[config.mk]
export PLATFORM = sky130hd
export DESIGN_NAME = cstp_front
export DESIGN_NICKNAME = d
export VERILOG_FILES = /design/src/rtl/cstp_pkg.sv /design/src/rtl/cstp_front.sv
export SDC_FILE = /design/constraint.sdc
export NUM_CORES = 1
export LEC_CHECK = 0
export ABC_CLOCK_PERIOD_IN_PS = 2100
export BUFFER_PORTS_ARGS = -buffer_cell sky130_fd_sc_hd__clkbuf_2
export CAP_MARGIN = 20
export CORE_UTILIZATION = 38
export DETAILED_ROUTE_END_ITERATION = 16
export PLACE_DENSITY = 0.95
export SETUP_SLACK_MARGIN = 0.3
export SLEW_MARGIN = 25
export SYNTH_ARGS = -nofsm -noshare
export SYNTH_HDL_FRONTEND = slang
export SYNTH_SLANG_ARGS = --single-unit
[constraint.sdc]
create_clock -name vclk -period 2.1
set_input_delay 0.105 -clock vclk [all_inputs]
set_output_delay 0.105 -clock vclk [all_outputs]
set_load 0.01 [all_outputs]
[src/rtl/cstp_pkg.sv]
// Shared types, constants and saturation helpers for the cascaded speed/tilt controller.
// No dependencies; imported by every module of the block.
`default_nettype none

package cstp_pkg;

  // Fixed-point format of angles, speeds and gains
  localparam int FRAC_BITS = 8;
  localparam int ONE_Q     = 1 << FRAC_BITS;
  localparam int MS_PER_S  = 1000;
  localparam int C03       = (3 * ONE_Q + 5) / 10;   // 0.3 in Q format
  localparam int C19       = (19 * ONE_Q + 5) / 10;  // 1.9 in Q format
  localparam int TI_LIM    = 700 * ONE_Q;            // tilt integral clamp
  localparam int ERR_THR   = 15 * ONE_Q;             // boost threshold on tilt error
  localparam int DIVK      = MS_PER_S * ONE_Q;       // ms and Q scaling of integrals
  localparam int DEN_W     = ($clog2(DIVK + 1) > 16) ? $clog2(DIVK + 1) : 16;
  localparam int NUM_W     = 64;
  localparam int CNT_W     = $clog2(NUM_W);

  // Configuration register indexes
  typedef enum logic [2:0] {
    REG_TILT_KP  = 3'd0,
    REG_TILT_KI  = 3'd1,
    REG_TILT_KD  = 3'd2,
    REG_SPEED_KP = 3'd3,
    REG_SPEED_KI = 3'd4,
    REG_FILT     = 3'd5
  } reg_idx_t;

  localparam logic [8:0] FILT_RESET = 9'd102;
  localparam logic [8:0] FILT_ONE   = 9'd256;

  typedef struct packed {
    logic signed [15:0] kp;
    logic signed [15:0] ki;
    logic signed [15:0] kd;
    logic signed [15:0] kpv;
    logic signed [15:0] kiv;
    logic        [8:0]  coef;
  } cfg_t;

  // One classified request on its way from front to back
  typedef struct packed {
    logic signed [15:0] angle;
    logic signed [16:0] verr;
    logic        [15:0] ms;
  } item_t;

  function automatic logic signed [47:0] sat48(input logic signed [65:0] v);
    if (v > 66'sh0_7FFF_FFFF_FFFF)       sat48 = 48'sh7FFF_FFFF_FFFF;
    else if (v < -66'sh0_8000_0000_0000) sat48 = 48'sh8000_0000_0000;
    else                                 sat48 = v[47:0];
  endfunction

  function automatic logic signed [31:0] sat32(input logic signed [65:0] v);
    if (v > 66'sh0_7FFF_FFFF)       sat32 = 32'sh7FFF_FFFF;
    else if (v < -66'sh0_8000_0000) sat32 = 32'sh8000_0000;
    else                            sat32 = v[31:0];
  endfunction

  function automatic logic signed [23:0] sat24(input logic signed [65:0] v);
    if (v > 66'sh7F_FFFF)       sat24 = 24'sh7F_FFFF;
    else if (v < -66'sh80_0000) sat24 = 24'sh80_0000;
    else                        sat24 = v[23:0];
  endfunction

endpackage

`default_nettype wire

[src/rtl/cstp_front.sv]
// Front end: takes input requests, unpacks them, fixes zero elapsed time, forms speed error.
// Depends on cstp_pkg; feeds cstp_fifo.
`default_nettype none

module cstp_front
  import cstp_pkg::*;
(
  input  wire logic        in_tvalid,
  output logic             in_tready,
  input  wire logic [63:0] in_tdata,
  input  wire logic        full_i,
  output logic             push_o,
  output item_t            item_o
);

  logic signed [15:0] spd;
  logic signed [15:0] tgt;
  logic        [15:0] ms_raw;

  // Unpack the request
  assign spd    = in_tdata[31:16];
  assign tgt    = in_tdata[47:32];
  assign ms_raw = in_tdata[63:48];

  // Take a request whenever the queue has room
  assign in_tready = !full_i;
  assign push_o    = in_tvalid && !full_i;

  always_comb begin
    item_o.angle = in_tdata[15:0];
    item_o.verr  = 17'(tgt) - 17'(spd);
    item_o.ms    = (ms_raw == 16'd0) ? 16'd1 : ms_raw;  // zero elapsed time counts as 1 ms
  end

endmodule

`default_nettype wire

# Yosys cells after proc, flatten, opt, wreduce, memory -nomap -nowiden
# Cells that the tools add are included.
# totals
reg_bits,0
inputBits,66
output_inout_bits,51
wordCells,5
# op_classes
addsub,1
mux,1
reduce_logical,3
# ops
op,n
subtractor 16 x 16 -> 17 bit,1
logical NOT 16 bit,1
two-way mux 16 bit,1
logical AND 1 bit,1
logical NOT 1 bit,1

# Longest topological paths before layout
# depth
ltp_word,2
mapped_depth,9
mapped_depth_nobuf,8

# Least setup slack after synthesis
# OpenSTA, ideal clock, no wires.
# synth_timing
path_kind,input -> output
from,input port in_tdata[18]
to,output port item_o[32] (netlist name)
arrival_time_ns,1.816
t_required_ns,1.995
path_slack_ns,0.179
stages,8
path_buffers,1
cell_sequence,inv_1 > ha_1 > nor2b_4 > o2111a_1 > or3_1 > buf_6 > a211o_1 > a31oi_1
# synth_lines
item,line_no,rtl
start: declaration,cstp_front.sv:10,"input wire logic [63:0] in_tdata,"
end: declaration,cstp_front.sv:13,output item_t item_o

==> run metrics <==
Seq. cell area=0 um2; cell count after synthesis=174; largest net degree at the start of global routing=10; Initial Util=0.410; CP max FO=4; drt pass-1 iters=12; Mapped Avg Cell Area=6.67 um2; Hold Crit Class=input port to primary output; post-route ant nets=0; Startpoint Class=input port; maximum VDD drop=131 uV; WL per Instance=12.0 um; Crit Path Category=input port to primary output; Core Footprint=2830 um2; mapped cell area=1160 um2; Final Max Tran Viols=0; initial antenna violation count=0; Final Cycle Share=0.968; RSZ-0062 raised after global routing=true; layout cells sized above 1=0.483; FP Rows=19; CP max stage delay=0.37 ns; vias in the first global route=1,216; status=complete, but fails checks; DRC=5; post-synth top area share=0.172; failing checks=DRC; die width=57.3 um; nets=317; Max Clk Rate=492 MHz; Seq Cell Count=0; die area=3280 um2; Final Hold Viols=0; Synth cell types=40; gpl congestion=0.873; Yosys top cell by area=ha_1; max_cap viols=0; # setup viols final=0; hold path cells=0; Total GRT Usage=0.171; grt total ovfl=0; Slew HR=0.774; hpwl dp=2.54 mm; Fill cells=250; Worst-Margin Slew=0.336 ns; top post-synthesis cells by area=ha_1, buf_4, inv_1; DR iter-0 viols=34; Bufs and invs on worst path=3; minimum clock period=2.03 ns; final core occ=0.571; Layout area overhead=39.2%; Net Count, Synth=257; nature of the critical path endpoint=primary output; Routed WL=3.16 mm; clkbuf count=0; Antenna diodes=0; Buffers on Ports=85; commonest non-fill, non-tap cell in the layout=clkbuf_2; Hold Path End=item_o[34]; routed via count=1,402; CP required=2.00 ns; global-route wire length before repair=4.76 mm; chip height=57.3 um; most frequent cells in the layout=clkbuf_2, inv_1, a21oi_1; Pwr Total=0.531 mW; Ports=117; Ys Warns=0; crit path max-delay cell type=or3_4; Power Dens Cells=329 nW/um2; CP top delay family=compound AO/OA/AOI/OAI gates; worst-path cell chain=clkbuf_16 -> inv_12 -> ha_4 -> fa_2 -> nor2b_4 -> o2111a_1 -> or3_4 -> a211o_1 -> a31oi_2 -> buf_2; CTS Hold Bufs=0; LEAKAGE=0.914 nW; Vias per Instance=5.33; Worst Hold Launch=in_tdata[1]; part of the Yosys area used for sequential elements=0; Critical Path AT=1.93 ns
-- kinds of logic after synthesis --
group	Yosys count	synth area share
mux	2	0.0183
compound gates	44	0.266
xor+xnor	12	0.0905
fa+ha+maj	17	0.190
buf+inv	57	0.242
simple gates	42	0.193
-- final cells by class --
| class | instances | area, um2 | area share |
|---|---|---|---|
| repair buffers | 91 | 490 | 0.303 |
| multi-input cells | 117 | 985 | 0.609 |
| inverters | 24 | 103 | 0.0635 |
| well taps | 31 | 38.8 | 0.0240 |
-- report_power, final --
part / switching (mW) / leakage (nW) / total [mW] / internal [mW]
sequential: 0 / 0 / 0 / 0
clock: 0 / 0 / 0 / 0
combinational: 0.275 / 0.914 / 0.531 / 0.256
total: 0.275 / 0.914 / 0.531 / 0.256
-- stage by stage --
step	instances	hold WS [ns]	worst slack, ns	instance area [um2]	TNS, ns
after detailed placement	259	0.210	-0.0334	1500	-0.0484
after CTS	260	0.210	0.0532	1530	0
after floorplan	174	0.254	0.292	1210	0
final	263	0.210	0.0672	1620	0
after global placement	259	0.210	0.00909	1500	0
after global routing	263	0.210	-0.0150	1620	-0.0150
-- per-layer routing --
metal | track usage | wire, um | up-vias
met5 | 0 | 0 | -
met3 | 0.00454 | 174 | 8
met2 | 0.331 | 1690 | 62
met4 | 0.0314 | 51 | 0
li1 | - | - | 692
met1 | 0.211 | 1240 | 640
-- cells in the mapped netlist, types with 2 or more instances --
cell and count:
xor2_1 6, nor4_1 3, xnor2_1 6, nor2b_1 3
a21o_1 5, inv_1 24, buf_4 16, nand3_1 3
clkbuf_1 16, and3_1 2, nand2_1 9, o211ai_1 3
nand2b_1 4, nor3_1 3, o21ai_0 3, o21ai_1 2
a21oi_1 17, nor2_1 9, ha_1 16, or3_1 2
a31oi_1 3
-- how the worst max path moves through the flow --
stage / from / endpoint / depth (start not counted)
after floorplan: in_tdata[32] / item_o[24] / 9
after global placement: in_tdata[32] / item_o[24] / 10
after detailed placement: in_tdata[32] / item_o[24] / 10
after CTS: in_tdata[32] / item_o[24] / 10
after global routing: in_tdata[32] / item_o[32] / 10
final: in_tdata[32] / item_o[32] / 10
-- repair_timing --
item / in CTS / in global routing
endpoints found under the setup margin: 7 / 10
pin swaps: 1 / 4
resized for setup: 6 / 16
gates cloned: 0 / 0
buffers inserted: 1 / 3
Note: power is estimated with default switching activity, not from simulation.
