<file path="src/rtl/cstp_pkg.sv">
// Shared types, constants and saturation helpers for the cascaded speed/tilt controller.
// No dependencies; imported by every module of the block.
`default_nettype none

package cstp_pkg;

  // Fixed-point format of angles, speeds and gains
  localparam int FRAC_BITS = 8;
  localparam int ONE_Q     = 1 << FRAC_BITS;
  localparam int MS_PER_S  = 1000;
  localparam int C03       = (3 * ONE_Q + 5) / 10;   // 0.3 in Q format
  localparam int C19       = (19 * ONE_Q + 5) / 10;  // 1.9 in Q format
  localparam int TI_LIM    = 700 * ONE_Q;            // tilt integral clamp
  localparam int ERR_THR   = 15 * ONE_Q;             // boost threshold on tilt error
  localparam int DIVK      = MS_PER_S * ONE_Q;       // ms and Q scaling of integrals
  localparam int DEN_W     = ($clog2(DIVK + 1) > 16) ? $clog2(DIVK + 1) : 16;
  localparam int NUM_W     = 64;
  localparam int CNT_W     = $clog2(NUM_W);

  // Configuration register indexes
  typedef enum logic [2:0] {
    REG_TILT_KP  = 3'd0,
    REG_TILT_KI  = 3'd1,
    REG_TILT_KD  = 3'd2,
    REG_SPEED_KP = 3'd3,
    REG_SPEED_KI = 3'd4,
    REG_FILT     = 3'd5
  } reg_idx_t;

  localparam logic [8:0] FILT_RESET = 9'd102;
  localparam logic [8:0] FILT_ONE   = 9'd256;

  typedef struct packed {
    logic signed [15:0] kp;
    logic signed [15:0] ki;
    logic signed [15:0] kd;
    logic signed [15:0] kpv;
    logic signed [15:0] kiv;
    logic        [8:0]  coef;
  } cfg_t;

  // One classified request on its way from front to back
  typedef struct packed {
    logic signed [15:0] angle;
    logic signed [16:0] verr;
    logic        [15:0] ms;
  } item_t;

  function automatic logic signed [47:0] sat48(input logic signed [65:0] v);
    if (v > 66'sh0_7FFF_FFFF_FFFF)       sat48 = 48'sh7FFF_FFFF_FFFF;
    else if (v < -66'sh0_8000_0000_0000) sat48 = 48'sh8000_0000_0000;
    else                                 sat48 = v[47:0];
  endfunction

  function automatic logic signed [31:0] sat32(input logic signed [65:0] v);
    if (v > 66'sh0_7FFF_FFFF)       sat32 = 32'sh7FFF_FFFF;
    else if (v < -66'sh0_8000_0000) sat32 = 32'sh8000_0000;
    else                            sat32 = v[31:0];
  endfunction

  function automatic logic signed [23:0] sat24(input logic signed [65:0] v);
    if (v > 66'sh7F_FFFF)       sat24 = 24'sh7F_FFFF;
    else if (v < -66'sh80_0000) sat24 = 24'sh80_0000;
    else                        sat24 = v[23:0];
  endfunction

endpackage

`default_nettype wire

</file>
<file path="src/rtl/cstp_fifo.sv">
// Two-entry queue of classified requests between front and back.
// Depends on cstp_pkg for the item type.
`default_nettype none

module cstp_fifo
  import cstp_pkg::*;
(
  input  wire logic  clk,
  input  wire logic  rst_n,
  input  wire logic  push_i,
  input  item_t      item_i,
  input  wire logic  pop_i,
  output item_t      item_o,
  output logic       full_o,
  output logic       empty_o
);

  item_t       mem_r [2];
  logic        wr_ptr_r;
  logic        rd_ptr_r;
  logic [1:0]  count_r;

  assign full_o  = (count_r == 2'd2);
  assign empty_o = (count_r == 2'd0);
  assign item_o  = mem_r[rd_ptr_r];

  // Pointers and fill count
  always_ff @(posedge clk) begin
    if (!rst_n) begin
      wr_ptr_r <= 1'b0;
      rd_ptr_r <= 1'b0;
      count_r  <= 2'd0;
    end else begin
      if (push_i) wr_ptr_r <= !wr_ptr_r;
      if (pop_i)  rd_ptr_r <= !rd_ptr_r;
      if (push_i && !pop_i)      count_r <= count_r + 2'd1;
      else if (pop_i && !push_i) count_r <= count_r - 2'd1;
    end
  end

  // Storage
  always_ff @(posedge clk) begin
    if (push_i) mem_r[wr_ptr_r] <= item_i;
  end

`ifndef SYNTH
  a_no_overflow: assert property (@(posedge clk) disable iff (!rst_n) push_i |-> !full_o)
    else $error("queue written while full");
  a_no_underflow: assert property (@(posedge clk) disable iff (!rst_n) pop_i |-> !empty_o)
    else $error("queue read while empty");
`endif

endmodule

`default_nettype wire

</file>
<file path="config.mk">
export PLATFORM = sky130hd
export DESIGN_NAME = cstp_fifo
export DESIGN_NICKNAME = d
export VERILOG_FILES = /design/src/rtl/cstp_pkg.sv /design/src/rtl/cstp_fifo.sv
export SDC_FILE = /design/constraint.sdc
export NUM_CORES = 1
export LEC_CHECK = 0
export BUFFER_PORTS_ARGS = -buffer_cell sky130_fd_sc_hd__buf_2
export CORE_MARGIN = 10
export CORE_UTILIZATION = 32
export DETAILED_ROUTE_END_ITERATION = 8
export HOLD_SLACK_MARGIN = 0.06
export PLACE_DENSITY = 0.54
export SKIP_CTS_REPAIR_TIMING = 1
export SYNTH_ARGS = -nofsm -noshare
export SYNTH_HDL_FRONTEND = slang
export SYNTH_SLANG_ARGS = --single-unit
</file>
<file path="constraint.sdc">
create_clock -name clk -period 7.8 [get_ports clk]
set_input_delay 1.56 -clock clk [delete_from_list [all_inputs] [get_ports clk]]
set_output_delay 1.56 -clock clk [all_outputs]
set_load 0.02 [all_outputs]
</file>
### Yosys cells after proc, flatten, opt, wreduce, memory -nomap -nowiden

Memory sizes are Yosys's and may differ from the RTL's. A register that Yosys moved wholly into a read port is not among the register bits.
Cells that the tools add are included.

| storage, ports and cells | value |
|---|---|
| register bits | 4 |
| RAM bits | 98 |
| input bits | 53 |
| output and inout port bits | 51 |
| logic and storage cells | 21 |
| memories | 1 |

Memory list:

| name | words | width | rd ports | clocked after memory_dff | wr ports | line | RTL |
|---|---|---|---|---|---|---|---|
| mem_r | 2 | 49 | 1 | 1 | 1 | cstp_fifo.sv:18 | `item_t mem_r [2];` |

| cells by class | value |
|---|---|
| add/subtract/negate cells | 2 |
| eq/ne operators | 1 |
| muxes and demuxes | 6 |
| reduce and logical (&&, ||, !) cells | 8 |

Operators by type and width:

| operator | number |
|---|---|
| 1-bit zero test | 4 |
| 1-bit two-way mux | 4 |
| 2-bit two-way mux | 2 |
| 2-bit by 1-bit adder with 2-bit output, second input constant | 1 |
| 2-bit equality test, second input constant | 1 |
| 1-bit logical AND | 2 |
| 2-bit zero test | 1 |
| 2-bit nonzero test | 1 |
| 2-bit by 1-bit subtractor with 2-bit output, second input constant | 1 |

### Longest topological paths before layout

| depth | value |
|---|---|
| word-level depth | 4 |
| depth in mapped cells | 5 |
| depth with buffers taken out | 5 |

### Least setup slack after synthesis

OpenSTA, ideal clock, no wires.

| path | value |
|---|---|
| kind | input port to flip-flop |
| start | input port push_i |
| end | memory mem_r[0][0] (netlist name) (enable) |
| library setup time | 463 ps |
| data arrival time | 3765 ps |
| data required time | 7337 ps |
| path slack | 3573 ps |
| stages on the path | 1 |
| buffers on the path | 0 |
| cell sequence | nor2b_1 |

| on the way | value |
|---|---|
| longest elaborated chain between the ends | 2 |

Ends and longest elaborated chain:

| element | line | RTL |
|---|---|---|
| start, declared | cstp_fifo.sv:10 | `input wire logic push_i,` |
| 1-bit two-way mux | cstp_fifo.sv:43 | `if (push_i) mem_r[wr_ptr_r] <= item_i;` |
| 1-bit two-way mux (not written as such) | cstp_fifo.sv:43 |  |
| end, declared | cstp_fifo.sv:18 |  |

No other way between the ends.

==> reports/results.tsv <==
metric	value	unit
setup_viol	0	
clock_path_buffers	2	
min_period_over_period	0.467	
syn_area_per_cell	21.6	um^2
grt_max_degree	37	
regArea	0.00304	mm^2
intPower	0.932	mW
core_area	0.0115	mm^2
wl	7.50	mm
wl_per_cell	17.3	um
multiInputGateArea	676	um^2
yosys_warnings	0	
hold_path_class	flop to flop	
fmax	275	MHz
antenna_left	0	
grt_pass1_wl	11.6	mm
finClkSkew	0.00577	ns
die_x	128	um
drc	0	
ys_seq_area_frac	0.811	
grt_overflow	0	
leakagePower	1.76	nW
initial_core_util	0.327	
setup-tns-final	0	ns
status	finished, final reports clean	
io_pins	104	
die_y	128	um
ys_types	17	
port_buffers	103	
synth.area.top_cells	edfxtp_1, mux2_2, dfxtp_1, and2_1, buf_6	
final_area	0.00471	mm^2
fin_crit	3.64	ns
cts_made_buffers	9	
crit_buf_inv	2	
rsz0062_at_grt	no	
cp-start-kind	flop	
row_count	39	
cts_max_level	3	
initialDrtViolationCount	72	
clk_pin_slew	0.06	ns
dpl_cell_area	0.00444	mm^2
grt_usage	0.0930	
clockRootBuffer	clkbuf_16	
critPathRequiredTime	6.24	ns
cts_tree	yes	
max_stage_delay	0.72	ns
drtPass1Iterations	4	
yosys.area.top_type	edfxtp_1	
clkPwrFrac	0.342	
maxCapViolations	0	
path_cells	buf_4, mux2_2, buf_2	
p_sw	0.273	mW
p_per_area	256	mW/mm^2
dp_hpwl	5.13	mm
cts_sinks	103	
post-route-util	0.411	
ys_ff_latch	103	
syn_inst	174	
crit_family	flip-flops	
p_seq_frac	0.540	
grt_pass1_vias	2130	
place_congestion	0.668	
drive_above_1_share	0.588	
synth.top_cell.area_share	0.785	
cp-end-kind	output port	
cp_data_arrival_time	2.08	ns
combPwrFrac	0.118	
grt_antenna_before_repair	0	
viasPerCell	4.39	
num_vias	1906	
swShare	0.226	
final_cell_mix	buf_2, edfxtp_1, mux2_2	
slew_viol_final	0	
num_antenna_cells	0	
slew_headroom	0.600	
hold_viol_final	0	
area_growth_syn_to_layout	25.7	%
nFillCells	1041	
dieArea	0.0165	mm^2
final_common_cell	buf_2	
max_slew.worst_pin.slew	0.600	ns
insertion_delay	0.34	ns
syn-cell-area	0.00375	mm^2
ir_drop	120	uV
cp_max_fo	27	
crit_slowest_cell	dfxtp_2	
criticalPathCategory	flop to output port	
synth_nets	228	
layout.nets	340	
==> final cells by class <==
type | count | share of cell area
Inverter | 1 | 0.000796
Clock buffer | 15 | 0.0568
Sequential cell | 103 | 0.646
Clock inverter | 1 | 0.00106
Multi-Input combinational cell | 65 | 0.143
Tap cell | 143 | 0.0380
Timing Repair Buffer | 106 | 0.114
==> per-layer routing <==
metal	part of all wire	vias up	routed length [um]	global-route usage
met1	0.41	923	3070	0.102
met5	0	-	0	0
met2	0.49	66	3700	0.147
met4	0.021	0	155	0.0497
met3	0.078	12	582	0.0443
li1	-	905	-	-
==> power by group through the flow <==
stage | Combinational, mW | Clock (mW) | Sequential [mW]
after detailed placement | 0.147 | 0 | 0.663
final | 0.142 | 0.412 | 0.650
after CTS | 0.147 | 0.429 | 0.651
after global placement | 0.145 | 0 | 0.662
after global routing | 0.155 | 0.453 | 0.653
after floorplan | 0.0956 | 0 | 0.657
==> synth_stat cells <==
library cell  number
a21boi_1           1
and2_1             4
and2b_2            1
buf_2              3
buf_6              2
dfxtp_1            5
edfxtp_1          98
ha_1               1
inv_1              1
mux2_2            49
nor2_1             1
nor2b_1            2
o21a_1             1
o21ai_0            1
or3_1              1
xnor2_1            1
xor2_1             2
==> stage by stage <==
stage | cells | total power, mW | setup slack, ns | hold WS [ns]
6_report | 434 | 1.21 | 4.16 | 0.508
5_1_grt | 434 | 1.26 | 4.02 | 0.572
4_1_cts | 434 | 1.23 | 4.08 | 0.511
3_5_place_dp | 418 | 0.810 | 4.46 | 0.497
3_3_place_gp | 418 | 0.807 | 4.48 | 0.488
2_1_floorplan | 174 | 0.752 | 3.57 | 0.466
==> path summary, 6_finish.rpt <==
kind	startpoint	to	slack, ns	depth (start not counted)
min reg2reg	count_r[1]	count_r[1]	0.51	2
min	count_r[1]	count_r[1]	0.51	2
max	flop	item_o[29]	4.16	3
max reg2reg	wr_ptr_r	mem_r[1][45]	6.04	2
==> worst register-to-register path: cells and delay by family (launching register included) <==
family	cells	cell delay [ns]
buffers and inverters	1	0.49
DFF	1	0.38
and+or+nand+nor	1	0.51
==> kinds of logic (layout without fill, tap and decap cells) <==
group	count (synthesis)	after routing	share of synthesized area
multiplexers	49	49	0.147
AND/OR/NAND/NOR	9	9	0.0150
AO/OA/AOI/OAI	3	3	0.00534
flip-flops	103	103	0.811
XOR/XNOR	3	3	0.00701
adder cells (fa/ha/maj)	1	1	0.00334
buffers and inverters	6	123	0.0110
==> state kept, by name, summed over array words and instances (netlist names), named ones only <==
register / flops
count_r: 2
rd_ptr_r: 1
wr_ptr_r: 1
mem_r: 98
Power figures use the tool's default switching activity.
